[src/rtl/segmented_range_splitter_unit_defines.svh]
// assertion macros for the segmented range splitter
// used by the top level; expects i_clk and i_rst_n in scope
`ifndef SEGMENTED_RANGE_SPLITTER_UNIT_DEFINES_SVH
`define SEGMENTED_RANGE_SPLITTER_UNIT_DEFINES_SVH
`ifndef SYNTHESIS
// same-cycle implication, disabled while in reset
`define SRS_ASSERT_IMP(label, pre, post, msg) \
    label: assert property (@(posedge i_clk) disable iff (!i_rst_n) (pre) |-> (post)) \
        else $error(msg);
// next-cycle implication, disabled while in reset
`define SRS_ASSERT_NXT(label, pre, post, msg) \
    label: assert property (@(posedge i_clk) disable iff (!i_rst_n) (pre) |=> (post)) \
        else $error(msg);
`else
`define SRS_ASSERT_IMP(label, pre, post, msg)
`define SRS_ASSERT_NXT(label, pre, post, msg)
`endif
`endif

[src/rtl/srs_pkg.sv]
// shared types and codes for the segmented range splitter
// no dependencies; imported by controller, datapath and top level
`default_nettype none

package srs_pkg;

    typedef enum logic [1:0] {
        CMD_ADD       = 2'd0,
        CMD_WRITE_AT  = 2'd1,
        CMD_WRITE_SEQ = 2'd2,
        CMD_PLAN      = 2'd3
    } t_cmd;

    typedef enum logic [2:0] {
        ST_OK         = 3'd0,
        ST_SUM_OVF    = 3'd1,
        ST_BEYOND     = 3'd2,
        ST_UNMAPPED   = 3'd3,
        ST_LAYOUT_OVF = 3'd4,
        ST_TABLE_FULL = 3'd5
    } t_status;

    // which kind of result the output register is loaded with
    typedef enum logic [1:0] {
        OUT_ERR   = 2'd0,
        OUT_ADD   = 2'd1,
        OUT_EMPTY = 2'd2,
        OUT_WIN   = 2'd3
    } t_out_kind;

    typedef struct packed {
        t_cmd        command;
        logic [63:0] request_offset;
        logic [63:0] item_length;
        logic [63:0] segment_base_address;
        logic        segment_stable;
    } t_item;

    typedef struct packed {
        t_status     status;
        logic [3:0]  segment_index;
        logic [63:0] layout_offset;
        logic [63:0] seg_offset;
        logic [63:0] local_address;
        logic [63:0] window_length;
        logic        window_stable;
        logic        last;
    } t_result;

    // controller to datapath
    typedef struct packed {
        logic      load_item;
        logic      calc_sum;
        logic      add_seg;
        logic      scan_start;
        logic      set_cursor;
        logic      set_sticky;
        t_status   code;
        logic      out_load;
        t_out_kind out_kind;
        logic      next_seg;
        logic      advance;
    } t_dp_cmd;

    // datapath to controller
    typedef struct packed {
        t_cmd    command;
        t_status sticky;
        logic    table_full;
        logic    sum_carry;
        logic    beyond;
        logic    len_zero;
        logic    hit;
        logic    win_last;
        logic    out_free;
    } t_dp_sts;

endpackage

`default_nettype wire

[src/rtl/srs_stream_if.sv]
// valid/ready channel interfaces for items in and results out
// no dependencies
`default_nettype none

interface srs_in_if;
    logic        valid;
    logic        ready;
    logic [1:0]  command;
    logic [63:0] request_offset;
    logic [63:0] item_length;
    logic [63:0] segment_base_address;
    logic        segment_stable;

    modport source (
        output valid, command, request_offset, item_length, segment_base_address,
               segment_stable,
        input  ready
    );
    modport sink (
        input  valid, command, request_offset, item_length, segment_base_address,
               segment_stable,
        output ready
    );
endinterface

interface srs_out_if;
    logic        valid;
    logic        ready;
    logic [2:0]  status;
    logic [3:0]  segment_index;
    logic [63:0] layout_offset;
    logic [63:0] seg_offset;
    logic [63:0] local_address;
    logic [63:0] window_length;
    logic        window_stable;
    logic        last;

    modport source (
        output valid, status, segment_index, layout_offset, seg_offset, local_address,
               window_length, window_stable, last,
        input  ready
    );
    modport sink (
        input  valid, status, segment_index, layout_offset, seg_offset, local_address,
               window_length, window_stable, last,
        output ready
    );
endinterface

`default_nettype wire

[src/rtl/srs_datapath.sv]
// datapath: item registers, segment table memory, range arithmetic, output register
// depends on srs_pkg
`default_nettype none

module srs_datapath
    import srs_pkg::*;
#(
    parameter int MAX_SEGMENTS = 16
) (
    input  wire logic    i_clk,
    input  wire logic    i_rst_n,
    input  wire t_item   i_item,
    input  wire t_dp_cmd i_cmd,
    output t_dp_sts      o_sts,
    output t_result      o_result,
    output logic         o_out_valid,
    input  wire logic    i_out_ready
);

    localparam int IDX_W = (MAX_SEGMENTS > 1) ? $clog2(MAX_SEGMENTS) : 1;
    localparam int CNT_W = $clog2(MAX_SEGMENTS + 1);

    typedef struct packed {
        logic [63:0] seg_start;
        logic [63:0] seg_end;
        logic [63:0] seg_base;
        logic        seg_stable;
    } t_seg;

    t_seg r_seg_mem [MAX_SEGMENTS];
    t_seg r_rd;

    t_cmd        r_cmd;
    logic [63:0] r_off;
    logic [63:0] r_len;
    logic [63:0] r_base;
    logic        r_stable;
    logic [64:0] r_sum;
    logic [CNT_W-1:0] r_count;
    logic [63:0] r_total;
    logic [63:0] r_cursor;
    t_status     r_sticky;
    logic [IDX_W-1:0] r_idx;
    logic [63:0] r_pos;
    logic [63:0] r_left;
    logic [63:0] r_loff;
    logic [63:0] r_avail;
    t_result     r_out;
    logic        r_out_valid;

    logic [63:0] sum_a;
    logic        win_last;
    logic        out_free;
    logic [CNT_W+3:0] count_ext;
    logic [IDX_W+3:0] idx_ext;
    t_result     n_out;

    // adder operand: layout end for adds, range start otherwise
    assign sum_a    = (r_cmd == CMD_ADD) ? r_total : r_off;
    assign win_last = (r_left <= r_avail);
    assign out_free = !r_out_valid || i_out_ready;
    assign count_ext = {4'b0000, r_count};
    assign idx_ext   = {4'b0000, r_idx};

    // status to controller
    always_comb begin
        o_sts            = '0;
        o_sts.command    = r_cmd;
        o_sts.sticky     = r_sticky;
        o_sts.table_full = (r_count == CNT_W'(MAX_SEGMENTS));
        o_sts.sum_carry  = r_sum[64];
        o_sts.beyond     = (r_sum[63:0] > r_total);
        o_sts.len_zero   = (r_len == 64'd0);
        o_sts.hit        = (r_pos < r_rd.seg_end);
        o_sts.win_last   = win_last;
        o_sts.out_free   = out_free;
    end

    // next result
    always_comb begin
        n_out = '0;
        unique case (i_cmd.out_kind)
            OUT_ERR: begin
                n_out.status = i_cmd.code;
                n_out.last   = 1'b1;
            end
            OUT_EMPTY: begin
                n_out.status = ST_OK;
                n_out.last   = 1'b1;
            end
            OUT_ADD: begin
                n_out.status        = ST_OK;
                n_out.segment_index = count_ext[3:0];
                n_out.layout_offset = r_total;
                n_out.local_address = r_base;
                n_out.window_length = r_len;
                n_out.window_stable = r_stable;
                n_out.last          = 1'b1;
            end
            OUT_WIN: begin
                n_out.status        = ST_OK;
                n_out.segment_index = idx_ext[3:0];
                n_out.layout_offset = r_pos;
                n_out.seg_offset    = r_loff;
                n_out.local_address = r_rd.seg_base + r_loff;
                n_out.window_length = win_last ? r_left : r_avail;
                n_out.window_stable = r_rd.seg_stable;
                n_out.last          = win_last;
            end
            default: n_out = '0;
        endcase
    end

    // control state: table fill, layout total, cursor, sticky error, output valid
    always_ff @(posedge i_clk) begin
        if (!i_rst_n) begin
            r_count     <= '0;
            r_total     <= '0;
            r_cursor    <= '0;
            r_sticky    <= ST_OK;
            r_out_valid <= 1'b0;
        end else begin
            if (i_cmd.add_seg) begin
                r_count <= r_count + CNT_W'(1);
                r_total <= r_sum[64] ? 64'd0 : r_sum[63:0];
            end
            if (i_cmd.set_cursor) begin
                r_cursor <= r_sum[63:0];
            end
            if (i_cmd.set_sticky) begin
                r_sticky <= i_cmd.code;
            end
            if (i_cmd.out_load) begin
                r_out_valid <= 1'b1;
            end else if (i_out_ready) begin
                r_out_valid <= 1'b0;
            end
        end
    end

    // item capture, range arithmetic and scan registers
    always_ff @(posedge i_clk) begin
        if (i_cmd.load_item) begin
            r_cmd    <= i_item.command;
            r_off    <= (i_item.command == CMD_WRITE_SEQ) ? r_cursor : i_item.request_offset;
            r_len    <= i_item.item_length;
            r_base   <= i_item.segment_base_address;
            r_stable <= i_item.segment_stable;
        end
        if (i_cmd.calc_sum) begin
            r_sum <= {1'b0, sum_a} + {1'b0, r_len};
        end
        if (i_cmd.scan_start) begin
            r_idx  <= '0;
            r_pos  <= r_off;
            r_left <= r_len;
        end else begin
            if (i_cmd.next_seg) begin
                r_idx <= r_idx + IDX_W'(1);
            end
            if (i_cmd.advance) begin
                r_pos  <= r_rd.seg_end;
                r_left <= r_left - r_avail;
            end
        end
        // window position inside the segment just read
        r_loff  <= r_pos - r_rd.seg_start;
        r_avail <= r_rd.seg_end - r_pos;
        if (i_cmd.out_load) begin
            r_out <= n_out;
        end
    end

    // segment table, one write and one registered read port
    always_ff @(posedge i_clk) begin
        if (i_cmd.add_seg) begin
            r_seg_mem[r_count[IDX_W-1:0]] <= '{seg_start:  r_total,
                                               seg_end:    r_sum[63:0],
                                               seg_base:   r_base,
                                               seg_stable: r_stable};
        end
        r_rd <= r_seg_mem[r_idx];
    end

    assign o_result    = r_out;
    assign o_out_valid = r_out_valid;

endmodule

`default_nettype wire

[src/rtl/srs_ctrl.sv]
// controller: sequences item decode, error handling and the segment scan
// depends on srs_pkg
`default_nettype none

module srs_ctrl
    import srs_pkg::*;
(
    input  wire logic    i_clk,
    input  wire logic    i_rst_n,
    input  wire logic    i_in_valid,
    output logic         o_in_ready,
    input  wire t_dp_sts i_sts,
    output t_dp_cmd      o_cmd
);

    typedef enum logic [2:0] {
        S_IDLE,
        S_SUM,
        S_DECIDE,
        S_READ,
        S_CHECK,
        S_WIN
    } t_state;

    t_state r_state;
    t_state n_state;
    logic   is_write;

    assign is_write   = (i_sts.command != CMD_PLAN);
    assign o_in_ready = (r_state == S_IDLE);

    // next state and datapath commands
    always_comb begin
        n_state = r_state;
        o_cmd   = '0;
        unique case (r_state)
            S_IDLE: begin
                if (i_in_valid) begin
                    o_cmd.load_item = 1'b1;
                    n_state         = S_SUM;
                end
            end
            S_SUM: begin
                o_cmd.calc_sum = 1'b1;
                n_state        = S_DECIDE;
            end
            S_DECIDE: begin
                if (i_sts.out_free) begin
                    n_state = S_IDLE;
                    priority if (i_sts.sticky != ST_OK) begin
                        o_cmd.out_load = 1'b1;
                        o_cmd.out_kind = OUT_ERR;
                        o_cmd.code     = i_sts.sticky;
                    end else if (i_sts.command == CMD_ADD) begin
                        o_cmd.out_load = 1'b1;
                        if (i_sts.table_full) begin
                            o_cmd.out_kind   = OUT_ERR;
                            o_cmd.code       = ST_TABLE_FULL;
                            o_cmd.set_sticky = 1'b1;
                        end else begin
                            o_cmd.add_seg = 1'b1;
                            if (i_sts.sum_carry) begin
                                o_cmd.out_kind   = OUT_ERR;
                                o_cmd.code       = ST_LAYOUT_OVF;
                                o_cmd.set_sticky = 1'b1;
                            end else begin
                                o_cmd.out_kind = OUT_ADD;
                            end
                        end
                    end else if (i_sts.len_zero) begin
                        o_cmd.out_load = 1'b1;
                        o_cmd.out_kind = OUT_EMPTY;
                    end else if (i_sts.sum_carry) begin
                        o_cmd.out_load   = 1'b1;
                        o_cmd.out_kind   = OUT_ERR;
                        o_cmd.code       = ST_SUM_OVF;
                        o_cmd.set_sticky = is_write;
                    end else if (i_sts.beyond) begin
                        o_cmd.out_load   = 1'b1;
                        o_cmd.out_kind   = OUT_ERR;
                        o_cmd.code       = ST_BEYOND;
                        o_cmd.set_sticky = is_write;
                    end else begin
                        o_cmd.scan_start = 1'b1;
                        o_cmd.set_cursor = (i_sts.command == CMD_WRITE_SEQ);
                        n_state          = S_READ;
                    end
                end
            end
            S_READ: begin
                n_state = S_CHECK;
            end
            S_CHECK: begin
                // skip segments that end at or before the current position
                if (i_sts.hit) begin
                    n_state = S_WIN;
                end else begin
                    o_cmd.next_seg = 1'b1;
                    n_state        = S_READ;
                end
            end
            S_WIN: begin
                if (i_sts.out_free) begin
                    o_cmd.out_load = 1'b1;
                    o_cmd.out_kind = OUT_WIN;
                    if (i_sts.win_last) begin
                        n_state = S_IDLE;
                    end else begin
                        o_cmd.advance  = 1'b1;
                        o_cmd.next_seg = 1'b1;
                        n_state        = S_READ;
                    end
                end
            end
            default: n_state = S_IDLE;
        endcase
    end

    // state register
    always_ff @(posedge i_clk) begin
        if (!i_rst_n) begin
            r_state <= S_IDLE;
        end else begin
            r_state <= n_state;
        end
    end

endmodule

`default_nettype wire

[src/rtl/segmented_range_splitter_unit.sv]
// Segmented range splitter. Segments added with command 0 are laid end to end in one linear
// byte space; commands 1 to 3 give a byte range that is checked and then cut into one window
// per segment touched, each carrying global offset, local offset, local address, length and
// stable flag, with last set on the final window. Errors from adds and writes stick and are
// returned for every later item. One item is handled at a time. Adds, errors and zero-length
// ranges pass through the idle, sum and decide states; a range then scans the segment table,
// which sits in a memory with one write port and one registered read port, from entry 0,
// each entry taking a read and a check state, and issues each window from a window state. A
// result waiting in the output register does not hold off the next item; output stalls hold
// the controller in its decide or window state.
// depends on srs_pkg, srs_stream_if, srs_datapath, srs_ctrl and the assertion macro header
`default_nettype none
`include "segmented_range_splitter_unit_defines.svh"

module segmented_range_splitter_unit
    import srs_pkg::*;
#(
    parameter int MAX_SEGMENTS = 16
) (
    input  wire logic  i_clk,
    input  wire logic  i_rst_n,
    srs_in_if.sink     i_in,
    srs_out_if.source  o_out
);

    t_item   item;
    t_dp_cmd dp_cmd;
    t_dp_sts dp_sts;
    t_result result;
    logic    out_valid;

    // input item fields
    always_comb begin
        item.command              = t_cmd'(i_in.command);
        item.request_offset       = i_in.request_offset;
        item.item_length          = i_in.item_length;
        item.segment_base_address = i_in.segment_base_address;
        item.segment_stable       = i_in.segment_stable;
    end

    srs_ctrl u_ctrl (
        .i_clk      (i_clk),
        .i_rst_n    (i_rst_n),
        .i_in_valid (i_in.valid),
        .o_in_ready (i_in.ready),
        .i_sts      (dp_sts),
        .o_cmd      (dp_cmd)
    );

    srs_datapath #(
        .MAX_SEGMENTS (MAX_SEGMENTS)
    ) u_datapath (
        .i_clk       (i_clk),
        .i_rst_n     (i_rst_n),
        .i_item      (item),
        .i_cmd       (dp_cmd),
        .o_sts       (dp_sts),
        .o_result    (result),
        .o_out_valid (out_valid),
        .i_out_ready (o_out.ready)
    );

    // result fields
    assign o_out.valid         = out_valid;
    assign o_out.status        = result.status;
    assign o_out.segment_index = result.segment_index;
    assign o_out.layout_offset = result.layout_offset;
    assign o_out.seg_offset    = result.seg_offset;
    assign o_out.local_address = result.local_address;
    assign o_out.window_length = result.window_length;
    assign o_out.window_stable = result.window_stable;
    assign o_out.last          = result.last;

    // output register is only loaded when free or being drained
    `SRS_ASSERT_IMP(a_out_load_free, dp_cmd.out_load, !o_out.valid || o_out.ready, "output overwritten")
    // a sticky error never changes once set
    `SRS_ASSERT_NXT(a_sticky_hold, dp_sts.sticky != ST_OK, dp_sts.sticky == $past(dp_sts.sticky), "sticky error changed")
    // error results are always single results
    `SRS_ASSERT_IMP(a_err_last, o_out.valid && (o_out.status != ST_OK), o_out.last, "error result without last")

endmodule

`default_nettype wire

[src/flat_wrapper.sv]
// flat-port wrapper written by rule: the top's interface ports become plain ports
module segmented_range_splitter_unit_flat import srs_pkg::*;
#(
    parameter int MAX_SEGMENTS = 16
)
  (i_clk, i_rst_n, i_in_valid, i_in_command, i_in_request_offset, i_in_item_length, i_in_segment_base_address, i_in_segment_stable, i_in_ready, o_out_valid, o_out_status, o_out_segment_index, o_out_layout_offset, o_out_seg_offset, o_out_local_address, o_out_window_length, o_out_window_stable, o_out_last, o_out_ready);
  srs_in_if i_in_i ();
  srs_out_if o_out_i ();
  input  wire logic i_clk;
  input  wire logic i_rst_n;
  input wire logic [$bits(i_in_i.valid)-1:0] i_in_valid;
  input wire logic [$bits(i_in_i.command)-1:0] i_in_command;
  input wire logic [$bits(i_in_i.request_offset)-1:0] i_in_request_offset;
  input wire logic [$bits(i_in_i.item_length)-1:0] i_in_item_length;
  input wire logic [$bits(i_in_i.segment_base_address)-1:0] i_in_segment_base_address;
  input wire logic [$bits(i_in_i.segment_stable)-1:0] i_in_segment_stable;
  output wire logic [$bits(i_in_i.ready)-1:0] i_in_ready;
  output wire logic [$bits(o_out_i.valid)-1:0] o_out_valid;
  output wire logic [$bits(o_out_i.status)-1:0] o_out_status;
  output wire logic [$bits(o_out_i.segment_index)-1:0] o_out_segment_index;
  output wire logic [$bits(o_out_i.layout_offset)-1:0] o_out_layout_offset;
  output wire logic [$bits(o_out_i.seg_offset)-1:0] o_out_seg_offset;
  output wire logic [$bits(o_out_i.local_address)-1:0] o_out_local_address;
  output wire logic [$bits(o_out_i.window_length)-1:0] o_out_window_length;
  output wire logic [$bits(o_out_i.window_stable)-1:0] o_out_window_stable;
  output wire logic [$bits(o_out_i.last)-1:0] o_out_last;
  input wire logic [$bits(o_out_i.ready)-1:0] o_out_ready;
  assign i_in_i.valid = i_in_valid;
  assign i_in_i.command = i_in_command;
  assign i_in_i.request_offset = i_in_request_offset;
  assign i_in_i.item_length = i_in_item_length;
  assign i_in_i.segment_base_address = i_in_segment_base_address;
  assign i_in_i.segment_stable = i_in_segment_stable;
  assign i_in_ready = i_in_i.ready;
  assign o_out_valid = o_out_i.valid;
  assign o_out_status = o_out_i.status;
  assign o_out_segment_index = o_out_i.segment_index;
  assign o_out_layout_offset = o_out_i.layout_offset;
  assign o_out_seg_offset = o_out_i.seg_offset;
  assign o_out_local_address = o_out_i.local_address;
  assign o_out_window_length = o_out_i.window_length;
  assign o_out_window_stable = o_out_i.window_stable;
  assign o_out_last = o_out_i.last;
  assign o_out_i.ready = o_out_ready;
  segmented_range_splitter_unit #(.MAX_SEGMENTS(MAX_SEGMENTS)) u_core (.i_clk(i_clk), .i_rst_n(i_rst_n), .i_in(i_in_i), .o_out(o_out_i));
endmodule
[config.mk]
export PLATFORM = sky130hd
export DESIGN_NAME = segmented_range_splitter_unit_flat
export DESIGN_NICKNAME = d
export VERILOG_FILES = /design/src/rtl/srs_pkg.sv /design/src/rtl/srs_stream_if.sv /design/src/rtl/srs_datapath.sv /design/src/rtl/srs_ctrl.sv /design/src/rtl/segmented_range_splitter_unit.sv /design/src/flat_wrapper.sv
export VERILOG_INCLUDE_DIRS = /design/src /design/src/rtl
export SDC_FILE = /design/constraint.sdc
export NUM_CORES = 2
export LEC_CHECK = 0
export BUFFER_PORTS_ARGS = -buffer_cell sky130_fd_sc_hd__buf_2
export CORE_ASPECT_RATIO = 0.7
export CORE_MARGIN = 4
export CORE_UTILIZATION = 55
export CTS_CLUSTER_SIZE = 16
export DETAILED_ROUTE_END_ITERATION = 6
export PLACE_DENSITY = 0.72
export SYNTH_ARGS = -nofsm -noshare
export SYNTH_HDL_FRONTEND = slang
export SYNTH_SLANG_ARGS = --single-unit
export TNS_END_PERCENT = 1
[constraint.sdc]
create_clock -name i_clk -period 34.5 [get_ports i_clk]
set_input_delay 6.9 -clock i_clk [delete_from_list [all_inputs] [get_ports i_clk]]
set_output_delay 6.9 -clock i_clk [all_outputs]
set_load 0.01 [all_outputs]
# After elaboration in Yosys (flattened, before gate mapping)
# Memory sizes are Yosys's and may differ from the RTL's. A register that Yosys moved wholly into a read port is not among the register bits.
# Cells that the tools add are included.
totals:
  in_bits: 199
  mem_bits_rw: 3088
  elab_cells: 122
  memories: 1
  out_inout_bits: 267
  ff_bits: 925
memory_table:
  columns: ["memory", "words", "width", "rd", "rd_ports_with_merged_regs", "write_ports", "line", "source"]
  rows:
  - ["u_core.u_datapath.r_seg_mem", 16, 193, 1, 1, 1, "srs_datapath.sv:30", "t_seg r_seg_mem [MAX_SEGMENTS];"]
op_classes:
  addsub: 7
  n_reduce_logical: 12
  muxes: 59
  magnitude_cmp: 3
  eq_ne: 15
op_table:
  columns: ["cell", "n"]
  rows:
  - ["$mux W64", 8]
  - ["$pmux W129 S2", 1]
  - ["$sub A64 B64 Y64", 3]
  - ["$pmux W68 S2", 1]
  - ["$add A64 B64 Y65", 1]
  - ["$add A64 B64 Y64", 1]
  - ["$gt A64 B64 Y1", 1]
  - ["$le A64 B64 Y1", 1]
  - ["$logic_not A64 Y1", 1]
  - ["$lt A64 B64 Y1", 1]
  - ["$mux W7", 9]
  - ["$mux W2", 10]
  - ["$pmux W3 S6", 1]
  - ["$mux W3", 5]
  - ["$mux W1", 13]
  - ["$mux W4", 3]
  - ["$mux W6", 2]
  - ["$pmux W3 S2", 2]
  - ["$mux W10", 1]
  - ["$eq A2 B2 Y1 const B", 4]
  - ["$ne A2 B2 Y1 const B", 4]
  - ["$eq A3 B2 Y1 const B", 2]
  - ["$eq A3 B3 Y1 const B", 2]
  - ["$reduce_or A3 Y1", 2]
  - ["other kinds (14)", 17]

# Logic depth before layout (Yosys ltp)
depth:
  ltp_word: 16
  depth_mapped: 17
  ltp_nobuf: 15

# Modules after synthesis
# From an unflattened synthesis, not the netlist that was laid out.
unflattened:
  cells_unflattened: 10020
  hier_area_um2: 175246.8
modules_own_cells:
  columns: ["mod", "area_per_inst_um2", "n_inst", "cells_per_inst", "seq_area_each_um2"]
  rows:
  - ["srs_datapath", 174805.2, 1, 9958, 121586.6]
  - ["srs_ctrl", 441.7, 1, 62, 60.1]

# Worst setup path after synthesis
# No wires, ideal clock.
synth_path:
  kind: "input port to flip-flop"
  from: "input port o_out_ready"
  to: "register u_core.u_datapath.r_out (netlist bit u_core.u_datapath.o_result[0]) (enable)"
  required_time_ps: 33240
  path_buffers: 0
  cell_stages: 3
  t_arrival_ps: 25849
  slack_ps: 7391
  setup_ps: 1260
  path_cell_list: "nand2b_1 -> nand3_1 -> o21ai_0"
synth_rtl:
  columns: ["item", "line", "source"]
  rows:
  - ["start: declaration", "flat_wrapper.sv:27", "input wire logic [$bits(o_out_i.ready)-1:0] o_out_ready;"]
  - ["end signal: assignment", "srs_datapath.sv:170", "r_out <= n_out;"]
  - ["end: declaration", "srs_datapath.sv:48", "t_result r_out;"]

# Worst setup path in the final report
layout_path:
  from: "input port o_out_ready"
  to: "memory u_core.u_datapath.r_seg_mem[1][63] (netlist bit) (enable)"
layout_between:
  elab_chain_len: 5
layout_rtl:
  columns: ["item", "line", "source"]
  rows:
  - ["$logic_or A1 B1 Y1", "srs_datapath.sv:61", "assign out_free = !r_out_valid || i_out_ready;"]
  - ["$mux W10", "srs_ctrl.sv:48", "if (i_sts.out_free) begin"]
  - ["$mux W7", "srs_ctrl.sv:36", "unique case (r_state)"]
  - ["$mux W1", "srs_datapath.sv:176", "if (i_cmd.add_seg) begin"]
  - ["$mux W1 (not written as such)", "srs_datapath.sv:177", "r_seg_mem[r_count[IDX_W-1:0]] <= '{seg_start: r_total,"]
  - ["end: declaration", "srs_datapath.sv:30", null]
# No other way between the ends.

==> results_dict.tcl <==
set metrics [dict create \
    path_common_cell "buf_4" \
    clock-sinks 4206 \
    ir_drop_v 0.0000608 \
    synth.most_common_cell "edfxtp_1" \
    dp_hpwl_um 349000 \
    max-slew-margin-rel -0.0164 \
    final_antenna_net_count 0 \
    gp_congestion 0.973 \
    period_share 0.331 \
    clk_pin_slew_ps 70 \
    hold_ws_ps 465 \
    grt-ovfl-total 0 \
    drv_slew 3 \
    port_buffers 465 \
    track_usage 0.323 \
    syn_nets 12000 \
    hold_class "reg -> reg" \
    cts_root_buffer "clkbuf_16" \
    fin_worst_skew_ps 61.2 \
    ff_latch_area_mm2 0.122 \
    grt_pass1_vias 102000 \
    synthTopCellsByArea "edfxtp_1 64%, dfxtp_1 5.3%, mux4_2 5.0%" \
    status "complete, but fails checks" \
    rows 173 \
    dp.cells 15700 \
    worstSetupPathType "in -> reg" \
    failed_checks "max-capacitance violations, max-slew violations" \
    yosys_warnings 0 \
    p_int_mw 9.00 \
    maxCapViolCount 2 \
    yosysSeqAreaShare 0.693 \
    required_ps 35060 \
    drive_gt1_frac 0.173 \
    die_h_um 481 \
    instances_no_fill 16400 \
    nets 12400 \
    yosys.area.top_type "edfxtp_1" \
    crit_family "simple AND/OR/NAND/NOR gates" \
    clk_path_buf_depth 4 \
    cp_slowest_stage_delay_ps 850 \
    critPathArrivalTime_ps 11970 \
    pin_count 466 \
    synth_ff_type "edfxtp_1" \
    core_area_mm2 0.318 \
    p_leak_nw 66.6 \
    ctsHoldBuffers 0 \
    die_w_um 683 \
    cts-buffers-inserted 395 \
    area_growth_pct 11.6 \
    rsz0062_at_grt "false" \
    finalHoldViolations 0 \
    pwr-share-seq 0.484 \
    detail_route.first_pass.iterations 6 \
    crit_buf_inv 4 \
    cts_tree "built" \
    p_clk_frac 0.363 \
    cp_cell_sequence "buf_2 > nand2b_1 > nand3_1 > nor2_1 > nand2_1 > nor2_1 > and3_4 > buf_4 > buf_4 > buf_4" \
    yosys.cell_types.count 90 \
    switchingPower_mw 3.38 \
    sw_frac_of_total 0.273 \
    multi_input_area_mm2 0.0506 \
    ys_async_sr_fraction 0 \
    vias 108000 \
    synth_seq_cells 4206 \
    tightest_slew_ps 1490 \
    antenna_found_initial 59 \
    cts_resized 0 \
    grt_pass1_wl_um 763000 \
    final.setup.tns_ps 0 \
    clock_latency_ps 950 \
    cp-end-kind "flop" \
    synth_edf_count 3741 \
    synthCells 11400 \
    cp-start-kind "input pin" \
    setup_viol 0 \
    fmax_mhz 87.6 \
    vias_per_cell 6.58 \
    ys_top_cells_by_count "3741 x edfxtp_1, 738 x nand2_1, 687 x o21ai_0" \
    synth_top_area_frac 0.640 \
    drt_wl_total_um 543000 \
    syn_area_per_cell_um2 15.4 \
    drc 0 \
    die-area_mm2 0.328 \
    floorplan.initialDensity 0.553 \
    power.density_mw_per_mm2 63.1 \
    htree_levels 5 \
    num-fill-cells 22600 \
    drt-initial-drc-count 16800 \
    fin_crit_ps 11410 \
    crit_fanout 44 \
    post_cts_buffers 0 \
    critical_path.slowest_cell "buf_4" \
    grt_max_degree 153 \
    synth.cell_area_mm2 0.176 \
    combPwrFrac 0.153 \
    wl_per_cell_um 33.0 \
]
tightest hold or removal path: cells and delay by family (launching register included):
kind,cells,cell delay (ps)
AND/OR/NAND/NOR,1,50
flip-flops,1,310
AO/OA/AOI/OAI,1,60
cell families after synthesis:
logic type,count (synthesis),synth area share
flops,4206,0.693
compound gates,2522,0.0906
simple gates,1688,0.0448
mux,1367,0.109
buf+inv,920,0.0199
fa+ha+maj,392,0.0282
xor+xnor,304,0.0152
through the flow:
| step | setup slack (ps) | area, um2 | utilization | power [mW] |
|---|---|---|---|---|
| 2_1_floorplan | 7390 | 176000 | - | 7.19 |
| 3_3_place_gp | 22380 | 183000 | 0.575 | 7.90 |
| 3_5_place_dp | 22220 | 183000 | 0.575 | 7.91 |
| 4_1_cts | 23220 | 196000 | 0.617 | 12.3 |
| 5_1_grt | 22950 | 196000 | 0.617 | 12.7 |
| 6_report | 23090 | 196000 | 0.617 | 12.4 |
cell usage in the layout, fill, tap and decap left out, drive strengths merged, types with 22 or more instances in the layout:
cell type  count
a211oi        28
a21boi        83
a21o         233
a21oi        655
a221oi       202
a22oi        257
a31oi         42
and2          98
and3          39
and4          22
buf          643
bufinv        42
clkbuf       531
clkinv       131
dfxtp        465
diode         32
edfxtp      3741
ha           387
inv          354
mux2         398
mux2i        580
mux4         389
nand2        738
nand2b        42
nand3         72
nand4         95
nor2         318
nor2b        114
nor3          63
nor4          34
o21a          40
o21ai        753
o21bai        52
xnor2        182
xor2         122
registers in the layout, summed over array words and instances (netlist names), 65 cells and up:
signal and flops:
u_core.u_datapath.r_seg_mem 3088, u_core.u_datapath.o_result 265, u_core.u_datapath.r_sum 65, u_core.u_datapath.r_rd 193
final timing paths:
path	start	endpoint	slack (ps)	cells past startpoint
worst min-delay path	u_core.u_datapath.r_cursor[20]	u_core.u_datapath.r_cursor[20]	460	2
worst max register to register	u_core.u_datapath.r_cmd[1]	u_core.u_datapath.r_sum[62]	27770	15
worst max-delay path	o_out_ready	u_core.u_datapath.r_seg_mem[1][63]	23090	10
worst min register to register	u_core.u_datapath.r_cursor[20]	u_core.u_datapath.r_cursor[20]	460	2
final cells by class:
cell class	instances	share of cell area
tap	4200	0.0268
sequential	4206	0.621
antenna	32	0.000409
clock inverter	207	0.0117
timing repair buffer	643	0.0197
clock buffer	531	0.0557
inverter	338	0.00648
multi-input combinational	6273	0.258
power groups by stage:
stage	registers (mW)	logic [mW]	clock network, mW
floorplan	5.91	1.28	0
global placement	6.08	1.82	0
detailed placement	6.09	1.83	0
CTS	5.98	1.84	4.52
global route	5.99	2.02	4.74
finish	5.99	1.89	4.49
routing by layer:
metal,track usage,part of all wire,vias up
li1,-,-,45300
met1,0.491,0.42,55100
met2,0.461,0.43,6827
met3,0.0799,0.12,856
met4,0.0991,0.034,26
met5,0.00115,0.00032,-
No activity file was read; power rests on OpenSTA's default activity.
